**src/sbng_pkg.sv**
```systemverilog
// sbng_pkg: constants and types for the seeded bf16 noise generator
// no dependencies

package sbng_pkg;

    localparam logic [63:0] SEED_MUL_KIND  = 64'h9e3779b97f4a7c15;
    localparam logic [63:0] SEED_MUL_LAYER = 64'hbf58476d1ce4e5b9;
    localparam logic [63:0] SEED_ZERO_FIX  = 64'h2545f4914f6cdd1d;
    localparam logic [63:0] STAR_MUL       = 64'h2545f4914f6cdd1d;
    localparam logic [15:0] NOISE_ZERO     = 16'h8000;
    localparam logic [7:0]  EXP_BIAS_OFS   = 8'd107;

    localparam logic MODE_START    = 1'b0;
    localparam logic MODE_GENERATE = 1'b1;

    // seed partial products, low 32 bits of each factor apart
    typedef struct packed {
        logic        mode;
        logic [63:0] kind_lo;
        logic [31:0] kind_hi;
        logic [63:0] layer_lo;
        logic [31:0] layer_hi;
    } seed_parts_t;

endpackage

```
**src/sbng_in_if.sv**
```systemverilog
// sbng_in_if: input item channel
// depends on nothing

interface sbng_in_if;
    logic        valid;
    logic        ready;
    logic        mode;
    logic [31:0] kind_id;
    logic [31:0] layer_id;

    modport source (output valid, output mode, output kind_id, output layer_id,
                    input ready);
    modport sink (input valid, input mode, input kind_id, input layer_id,
                  output ready);
endinterface

```
**src/sbng_out_if.sv**
```systemverilog
// sbng_out_if: result item channel
// depends on nothing

interface sbng_out_if;
    logic        valid;
    logic        ready;
    logic [15:0] bf16_value;

    modport source (output valid, output bf16_value, input ready);
    modport sink (input valid, input bf16_value, output ready);
endinterface

```
**src/sbng_cfg_if.sv**
```systemverilog
// sbng_cfg_if: base seed write channel
// depends on nothing

interface sbng_cfg_if;
    logic        valid;
    logic        ready;
    logic [63:0] base_seed;

    modport source (output valid, output base_seed, input ready);
    modport sink (input valid, input base_seed, output ready);
endinterface

```
**src/sbng_seed_mul.sv**
```systemverilog
// sbng_seed_mul: registered 32x32 partial products of the seed terms
// depends on sbng_pkg

module sbng_seed_mul
(
    input  logic                  clk,
    input  logic                  rst_n,
    input  logic                  load,
    input  logic                  valid_in,
    input  logic                  mode_in,
    input  logic [31:0]           kind1,
    input  logic [31:0]           layer1,
    output logic                  valid_out,
    output sbng_pkg::seed_parts_t parts_out
);

    logic                  valid_reg;
    sbng_pkg::seed_parts_t parts_reg;
    sbng_pkg::seed_parts_t parts_next;

    always_comb
    begin
        parts_next.mode     = mode_in;
        parts_next.kind_lo  = {32'd0, sbng_pkg::SEED_MUL_KIND[31:0]} * {32'd0, kind1};
        parts_next.kind_hi  = sbng_pkg::SEED_MUL_KIND[63:32] * kind1;
        parts_next.layer_lo = {32'd0, sbng_pkg::SEED_MUL_LAYER[31:0]} * {32'd0, layer1};
        parts_next.layer_hi = sbng_pkg::SEED_MUL_LAYER[63:32] * layer1;
    end

    always_ff @(posedge clk or negedge rst_n)
    begin
        if (!rst_n)
        begin
            valid_reg <= 1'b0;
        end
        else if (load)
        begin
            valid_reg <= valid_in;
        end
    end

    always_ff @(posedge clk)
    begin
        if (load)
        begin
            parts_reg <= parts_next;
        end
    end

    assign valid_out = valid_reg;
    assign parts_out = parts_reg;

endmodule

```
**src/sbng_state.sv**
```systemverilog
// sbng_state: generator state, seeding and xorshift64 step
// depends on sbng_pkg

module sbng_state
(
    input  logic                  clk,
    input  logic                  rst_n,
    input  logic                  load,
    input  logic                  valid_in,
    input  sbng_pkg::seed_parts_t parts_in,
    input  logic [63:0]           base_seed,
    output logic                  valid_out,
    output logic [15:0]           sample_out
);

    logic [63:0] state_reg;
    logic [63:0] state_next;
    logic [63:0] seed;
    logic [63:0] v0;
    logic [63:0] v1;
    logic [63:0] v2;
    logic        valid_reg;
    logic [15:0] sample_reg;

    always_comb
    begin
        seed = base_seed
             ^ (parts_in.kind_lo + {parts_in.kind_hi, 32'd0})
             ^ (parts_in.layer_lo + {parts_in.layer_hi, 32'd0});
        if (seed == 64'd0)
        begin
            seed = sbng_pkg::SEED_ZERO_FIX;
        end
        v0 = state_reg ^ (state_reg >> 12);
        v1 = v0 ^ (v0 << 25);
        v2 = v1 ^ (v1 >> 27);
        state_next = (parts_in.mode == sbng_pkg::MODE_START) ? seed : v2;
    end

    always_ff @(posedge clk or negedge rst_n)
    begin
        if (!rst_n)
        begin
            state_reg <= 64'd0;
            valid_reg <= 1'b0;
        end
        else if (load)
        begin
            valid_reg <= valid_in && (parts_in.mode == sbng_pkg::MODE_GENERATE);
            if (valid_in)
            begin
                state_reg <= state_next;
            end
        end
    end

    always_ff @(posedge clk)
    begin
        if (load)
        begin
            sample_reg <= v2[15:0];
        end
    end

    assign valid_out  = valid_reg;
    assign sample_out = sample_reg;

endmodule

```
**src/sbng_out_stage.sv**
```systemverilog
// sbng_out_stage: star multiply low bits, bf16 conversion, result register
// depends on sbng_pkg and sbng_out_if

module sbng_out_stage
(
    input  logic        clk,
    input  logic        rst_n,
    input  logic        valid_in,
    input  logic [15:0] sample_in,
    output logic        load,
    sbng_out_if.source  rsp
);

    logic        valid_reg;
    logic [15:0] value_reg;
    logic [15:0] value_next;
    logic [15:0] x;
    logic [15:0] mag;
    logic [15:0] norm;
    logic [3:0]  msb;
    logic        sign;

    always_comb
    begin
        x = sample_in * sbng_pkg::STAR_MUL[15:0];
        sign = (x < sbng_pkg::NOISE_ZERO);
        mag = sign ? (sbng_pkg::NOISE_ZERO - x) : (x - sbng_pkg::NOISE_ZERO);
        msb = 4'd0;
        for (int i = 1; i < 16; i++)
        begin
            if (mag[i])
            begin
                msb = 4'(i);
            end
        end
        norm = mag << (4'd15 - msb);
        if (x == sbng_pkg::NOISE_ZERO)
        begin
            value_next = 16'd0;
        end
        else
        begin
            value_next = {sign, sbng_pkg::EXP_BIAS_OFS + {4'd0, msb}, norm[14:8]};
        end
    end

    assign load = !valid_reg || rsp.ready;

    always_ff @(posedge clk or negedge rst_n)
    begin
        if (!rst_n)
        begin
            valid_reg <= 1'b0;
        end
        else if (load)
        begin
            valid_reg <= valid_in;
        end
    end

    always_ff @(posedge clk)
    begin
        if (load)
        begin
            value_reg <= value_next;
        end
    end

    assign rsp.valid      = valid_reg;
    assign rsp.bf16_value = value_reg;

endmodule

```
**src/seeded_bf16_noise_generator.sv**
```systemverilog
// seeded_bf16_noise_generator: top level, input register and stage chaining
// depends on sbng_pkg, the channel interfaces and the three stage modules
//
//  channel | dir | payload
//  cfg     | in  | base_seed (64)
//  req     | in  | mode, kind_id, layer_id
//  rsp     | out | bf16_value
//
// one item per cycle while rsp is not stalled; four register stages from req to rsp
// start items leave no result
// reset clears the state to zero and base_seed to one
// a stalled rsp holds its result while bubbles in the stages still fill

module seeded_bf16_noise_generator
(
    input  logic       clk,
    input  logic       rst_n,
    sbng_cfg_if.sink   cfg,
    sbng_in_if.sink    req,
    sbng_out_if.source rsp
);

    logic                  en_a;
    logic                  en_b;
    logic                  en_c;
    logic                  en_d;
    logic                  valid_a_reg;
    logic                  mode_a_reg;
    logic [31:0]           kind1_a_reg;
    logic [31:0]           layer1_a_reg;
    logic [63:0]           base_seed_reg;
    logic                  valid_b;
    sbng_pkg::seed_parts_t parts_b;
    logic                  valid_c;
    logic [15:0]           sample_c;

    assign cfg.ready = 1'b1;

    always_ff @(posedge clk or negedge rst_n)
    begin
        if (!rst_n)
        begin
            base_seed_reg <= 64'd1;
        end
        else if (cfg.valid)
        begin
            base_seed_reg <= cfg.base_seed;
        end
    end

    assign en_c = !valid_c || en_d;
    assign en_b = !valid_b || en_c;
    assign en_a = !valid_a_reg || en_b;
    assign req.ready = en_a;

    always_ff @(posedge clk or negedge rst_n)
    begin
        if (!rst_n)
        begin
            valid_a_reg <= 1'b0;
        end
        else if (en_a)
        begin
            valid_a_reg <= req.valid;
        end
    end

    always_ff @(posedge clk)
    begin
        if (en_a)
        begin
            mode_a_reg   <= req.mode;
            kind1_a_reg  <= req.kind_id + 32'd1;
            layer1_a_reg <= req.layer_id + 32'd1;
        end
    end

    sbng_seed_mul u_seed_mul
    (
        .clk       (clk),
        .rst_n     (rst_n),
        .load      (en_b),
        .valid_in  (valid_a_reg),
        .mode_in   (mode_a_reg),
        .kind1     (kind1_a_reg),
        .layer1    (layer1_a_reg),
        .valid_out (valid_b),
        .parts_out (parts_b)
    );

    sbng_state u_state
    (
        .clk        (clk),
        .rst_n      (rst_n),
        .load       (en_c),
        .valid_in   (valid_b),
        .parts_in   (parts_b),
        .base_seed  (base_seed_reg),
        .valid_out  (valid_c),
        .sample_out (sample_c)
    );

    sbng_out_stage u_out
    (
        .clk       (clk),
        .rst_n     (rst_n),
        .valid_in  (valid_c),
        .sample_in (sample_c),
        .load      (en_d),
        .rsp       (rsp)
    );

endmodule

```
**src/flat_wrapper.sv**
```systemverilog
// flat-port wrapper written by rule: the top's interface ports become plain ports
module seeded_bf16_noise_generator_flat 
  (clk, rst_n, cfg_valid, cfg_base_seed, cfg_ready, req_valid, req_mode, req_kind_id, req_layer_id, req_ready, rsp_valid, rsp_bf16_value, rsp_ready);
  sbng_cfg_if cfg_i ();
  sbng_in_if req_i ();
  sbng_out_if rsp_i ();
  input  logic clk;
  input  logic rst_n;
  input wire logic [$bits(cfg_i.valid)-1:0] cfg_valid;
  input wire logic [$bits(cfg_i.base_seed)-1:0] cfg_base_seed;
  output wire logic [$bits(cfg_i.ready)-1:0] cfg_ready;
  input wire logic [$bits(req_i.valid)-1:0] req_valid;
  input wire logic [$bits(req_i.mode)-1:0] req_mode;
  input wire logic [$bits(req_i.kind_id)-1:0] req_kind_id;
  input wire logic [$bits(req_i.layer_id)-1:0] req_layer_id;
  output wire logic [$bits(req_i.ready)-1:0] req_ready;
  output wire logic [$bits(rsp_i.valid)-1:0] rsp_valid;
  output wire logic [$bits(rsp_i.bf16_value)-1:0] rsp_bf16_value;
  input wire logic [$bits(rsp_i.ready)-1:0] rsp_ready;
  assign cfg_i.valid = cfg_valid;
  assign cfg_i.base_seed = cfg_base_seed;
  assign cfg_ready = cfg_i.ready;
  assign req_i.valid = req_valid;
  assign req_i.mode = req_mode;
  assign req_i.kind_id = req_kind_id;
  assign req_i.layer_id = req_layer_id;
  assign req_ready = req_i.ready;
  assign rsp_valid = rsp_i.valid;
  assign rsp_bf16_value = rsp_i.bf16_value;
  assign rsp_i.ready = rsp_ready;
  seeded_bf16_noise_generator u_core (.clk(clk), .rst_n(rst_n), .cfg(cfg_i), .req(req_i), .rsp(rsp_i));
endmodule
```
**config.mk**
```make
export PLATFORM = sky130hd
export DESIGN_NAME = seeded_bf16_noise_generator_flat
export DESIGN_NICKNAME = d
export VERILOG_FILES = /design/src/sbng_pkg.sv /design/src/sbng_in_if.sv /design/src/sbng_out_if.sv /design/src/sbng_cfg_if.sv /design/src/sbng_seed_mul.sv /design/src/sbng_state.sv /design/src/sbng_out_stage.sv /design/src/seeded_bf16_noise_generator.sv /design/src/flat_wrapper.sv
export SDC_FILE = /design/constraint.sdc
export NUM_CORES = 2
export LEC_CHECK = 0
export BUFFER_PORTS_ARGS = -buffer_cell sky130_fd_sc_hd__buf_2
export CORE_MARGIN = 2
export CORE_UTILIZATION = 54
export DETAILED_ROUTE_END_ITERATION = 8
export GPL_TIMING_DRIVEN = 0
export PLACE_DENSITY = 0.7
export SKIP_CTS_REPAIR_TIMING = 1
export SYNTH_ARGS = -nofsm -noshare
export SYNTH_HDL_FRONTEND = slang
export SYNTH_HIERARCHICAL = 1
export SYNTH_SLANG_ARGS = --single-unit
```
**constraint.sdc**
```tcl
create_clock -name clk -period 20.4 [get_ports clk]
set_input_delay 2.04 -clock clk [delete_from_list [all_inputs] [get_ports clk]]
set_output_delay 2.04 -clock clk [all_outputs]
set_load 0.01 [all_outputs]
```
# After elaboration in Yosys (flattened, before gate mapping)

Index checks and enable logic that the tools add are counted.

Register bits after elaboration: 418
Logic and storage cells: 66

Bitwise operators: 5
Multiply operators: 5
Equal/unequal tests: 1
Magnitude comparators: 1
Add/sub/neg operators: 8
Multiplexer cells: 18
Shifts and indexed selects: 1
Reduce and logical (&&, ||, !) cells: 11

Operators with widths:

| operator                                            | count |
|---|---|
| XOR 64 bit                                          | 3 |
| two-way mux 64 bit                                  | 2 |
| adder 32 x 1 -> 32 bit, second input constant       | 2 |
| adder 61 x 64 -> 64 bit                             | 1 |
| adder 63 x 64 -> 64 bit                             | 1 |
| zero test 64 bit                                    | 1 |
| multiplier 32 x 32 -> 32 bit, first input constant  | 2 |
| XOR 64 x 37 -> 64 bit                               | 1 |
| XOR 64 x 52 -> 64 bit                               | 1 |
| multiplier 31 x 32 -> 63 bit, first input constant  | 1 |
| multiplier 29 x 32 -> 61 bit, first input constant  | 1 |
| two-way mux 4 bit                                   | 13 |
| == test 16 bit, second input constant               | 1 |
| less-than comparator 16 bit, second input constant  | 1 |
| multiplier 16 x 15 -> 16 bit, second input constant | 1 |
| two-way mux 16 bit                                  | 1 |
| << shifter 16 x 4 -> 15 bit                         | 1 |
| subtractor 16 bit, first input constant             | 1 |
| subtractor 16 bit, second input constant            | 1 |
| adder 7 x 4 -> 8 bit, first input constant          | 1 |
| zero test 1 bit                                     | 4 |
| logical OR 1 bit                                    | 4 |
| subtractor 4 bit, first input constant              | 1 |
| two-way mux 2 bit                                   | 1 |
| other kinds (3)                                     | 3 |

# Longest topological paths before layout

Depth in word-level cells: 20
Mapped depth: 30
Gate-level depth less buffers: 28

# By module

Netlist, hierarchy kept.

Modules (own cells, without submodules):

| module                      | times used | cells an instance | area an instance (um2) |
|---|---|---|---|
| sbng_seed_mul               | 1          | 5,219             | 55,957.4 |
| sbng_state                  | 1          | 1,162             | 9,780.6 |
| seeded_bf16_noise_generator | 1          | 389               | 5,611.6 |
| sbng_out_stage              | 1          | 547               | 4,544.4 |

# Worst setup path after synthesis

OpenSTA, ideal clock, no wires.

Kind: input -> register
Start point: in rsp_ready
End point: reg u_core.u_seed_mul.valid_reg (netlist: u_core/u_seed_mul/valid_out)
Path buffers: 0
Stages: 3
Data arrival time: 8.493 ns
Slack: 11.749 ns
Path through: nand2b_1 -> nand3b_1 -> mux2_2

Cells in the longest elaborated chain, start to end: 3

RTL lines:

| element              | RTL line                          | text |
|---|---|---|
| start, declared      | flat_wrapper.sv:19                | `input wire logic [$bits(rsp_i.ready)-1:0] rsp_ready;` |
| logical OR 1 bit     | sbng_out_stage.sv:47              | `assign load = !valid_reg \|\| rsp.ready;` |
| logical OR 1 bit     | seeded_bf16_noise_generator.sv:51 | `assign en_c = !valid_c \|\| en_d;` |
| logical OR 1 bit     | seeded_bf16_noise_generator.sv:52 | `assign en_b = !valid_b \|\| en_c;` |
| via u_core.en_b      | seeded_bf16_noise_generator.sv:24 | `logic en_b;` |
| end signal, assigned | sbng_seed_mul.sv:38               | `valid_reg <= valid_in;` |
| end, declared        | sbng_seed_mul.sv:17               | `logic valid_reg;` |

The timed path passes the listed nets, and every way through them passes these cells.
A chain may end at the register's enable or synchronous reset.

==> flow_metrics.py <==
metrics = {
    "drt": {
        "drt-total-wl_mm": 236.3,
        "drc": 0,
        "avgViaCountPerCell": 5.681,
        "wl_met1_mm": 102.3,
        "vias": 53750,
        "drtPass1Iterations": 7,
        "top_layer": "met5",
        "wl_met2_mm": 99.98,
        "route.met3.wl_mm": 25.96,
        "drtAntennaViolNets": 0,
        "drt_iter0_markers": 4763,
        "avgRoutedWirePerCell_um": 24.97,
    },
    "clock_network": {
        "numCtsBuffers": 50,
        "htree_levels": 2,
        "numClockSinks": 412,
        "cts_buffer_depth": 3,
        "path_clk_slew_ps": 70,
        "clk_latency_ps": 690,
        "cts_tree": "yes",
        "cts_root_buf": "clkbuf_16",
    },
    "timing": {
        "setup_viol": 0,
        "tightest_slew_ps": 1375,
        "setup_tns_ps": 0,
        "rsz0062_at_grt": "no",
        "worst_slack_ps": 10590,
        "max-slew-margin-rel_pct": 7.475,
        "max_freq_mhz": 101.9,
        "skew_ps": 45.68,
        "min_period_ps": 9812,
        "fin_crit_sh_pct": 48.10,
        "drv_slew": 0,
        "hold_viol": 0,
    },
    "logic_synthesis": {
        "synth_area_sq_um": 75890,
        "netlist_instances": 7317,
        "synth.area.top_cells": "fa_1 (32%), ha_1 (20%), edfxtp_1 (11%)",
        "ys_warn_count": 6,
        "synth_common_cells": "inv_1 (1,856), fa_1 (1,225), ha_1 (1,192), xnor2_1 (438), a21oi_1 (281)",
        "yosysTopAreaCell": "fa_1",
        "synth_flop_cell": "edfxtp_1",
        "synth_async_sr_flop_share_pct": 32.04,
        "yosys.area.top_type_share_pct": 32.31,
        "synth_cell_types": 111,
        "synth_edf_count": 280,
        "ys_ff_latch": 412,
        "ys_seq_area_share_pct": 15.43,
        "synth.most_common_cell": "inv_1",
        "avgSynthCellArea_sq_um": 10.37,
    },
    "placement": {
        "routabilityCongestion": 1.013,
        "placed_cells": 9365,
        "place.detailed.hpwl_mm": 205.0,
        "portBuffers": 149,
        "pre_cts_ws_ps": 10740,
    },
    "critical_path": {
        "crit_path_end_kind": "flip-flop",
        "slowest_stage": "edfxtp_1",
        "r2r_cells": 25,
        "critPathLaunchType": "flip-flop",
        "r2r_start": "u_core/kind1_a_reg[0]",
        "crit_family": "adder cells",
        "cp_common_cell": "fa_1",
        "critical_path_class": "reg -> reg",
        "cp.required_ps": 20700,
        "cp_max_fo": 8,
        "critical_path.max_stage_delay_ps": 920,
        "rrSetupSlack_ps": 10590,
        "arrival_ps": 10110,
        "worst-path-buf-inv": 5,
        "reg2reg_to": "u_core/u_seed_mul/parts_out[186]",
    },
    "final_layout": {
        "finish.utilization_pct": 58.14,
        "finalNetCount": 10090,
        "fin_cells": 9462,
        "largest_register_ffs": 185,
        "drive_gt1_share_pct": 5.934,
        "area_delta_synth_final_pct": 6.893,
    },
    "floorplanning": {
        "start_util_pct": 54.39,
        "std_cell_rows": 137,
        "io_pins": 153,
        "core_region_area_sq_um": 139500,
        "dieArea_sq_um": 143600,
        "fp.dieH_um": 378.9,
        "die_x_um": 378.9,
    },
    "worst_hold_path": {
        "min_to": "u_core/u_seed_mul/parts_out[192]",
        "hp-start": "u_core/mode_a_reg",
        "min_path_cells": 0,
        "hold_class": "reg -> reg",
    },
    "run": {
        "maxCapViolCount": 0,
    },
    "global_routing": {
        "grt_usage_pct": 33.76,
        "grt_pass1_wl_mm": 352.3,
        "overflow": 0,
        "grt_pass1_vias": 55750,
        "antenna_found_initial": 12,
        "grt_start_max_net_pins": 73,
    },
    "run_status": {
        "status": "finished clean",
    },
}
-- cell families after synthesis --
family          Yosys count  share of synthesized area [%]
compound gates          953                          8.395
xor+xnor                628                          7.394
fa+ha+maj              2417                          51.96
buf+inv                1975                          9.910
flops                   412                          15.43
mux                      80                          1.162
other cells               3                        0.01484
simple gates            849                          5.727
-- metrics by stage --
| step | cell area, sq um | hold WS (ps) |
|---|---|---|
| floorplan | 75910 | 400.3 |
| global placement | 79000 | 484.1 |
| detailed placement | 79380 | 492.7 |
| CTS | 81120 | 506.3 |
| global route | 81120 | 532.4 |
| finish | 81130 | 506.2 |
-- cells in the final DEF (no fill, tap or decap), types with 21 or more instances in the layout --
master / n
inv_1: 1856
fa_1: 1225
ha_1: 1192
xnor2_1: 438
a21oi_1: 281
edfxtp_1: 280
nand2_1: 211
nor2_1: 183
xor2_1: 181
o21ai_0: 179
buf_2: 160
dfrtp_1: 131
a21o_1: 113
nand3_1: 92
clkbuf_1: 91
mux2_2: 65
nand4_1: 63
and3_1: 56
nor3_1: 55
clkbuf_16: 51
o21bai_1: 42
a31oi_1: 38
nand2b_1: 33
o21a_1: 31
nor2b_1: 26
o22ai_1: 25
o211ai_1: 24
and2_1: 22
a31oi_2: 21
-- routing by layer --
| metal | vias up | global-route usage [%] |
|---|---|---|
| met5 | - | 0.2744 |
| met1 | 27130 | 48.45 |
| met4 | 6 | 9.793 |
| met2 | 2254 | 49.28 |
| li1 | 23970 | - |
| met3 | 389 | 10.09 |
-- worst max-delay path by stage --
stage | from | endpoint | slack (ps) | depth (start not counted)
detailed placement | u_core/kind1_a_reg[0] | u_core/u_seed_mul/parts_out[188] | 10740 | 25
global route | u_core/kind1_a_reg[0] | u_core/u_seed_mul/parts_out[184] | 10140 | 24
global placement | rsp_ready | u_core/u_seed_mul/parts_out[58] | 8960 | 3
floorplan | rsp_ready | u_core/u_seed_mul/valid_out | 11750 | 3
finish | u_core/kind1_a_reg[0] | u_core/u_seed_mul/parts_out[186] | 10590 | 25
CTS | u_core/kind1_a_reg[0] | u_core/u_seed_mul/parts_out[188] | 10640 | 25
-- area by class of cell --
class / count / area, sq um
Antenna cell: 3 / 7.507
Fill cell: 12040 / 58410
Tap cell: 1876 / 2347
Sequential cell: 412 / 11710
Clock buffer: 63 / 1381
Buffer: 116 / 538.0
Clock inverter: 31 / 356.6
Timing Repair Buffer: 169 / 1127
Inverter: 1859 / 6983
Multi-Input combinational cell: 4933 / 56670
Power is not shown: default switching activity piles up to over one toggle a cycle in this logic, so the estimate is an artifact.
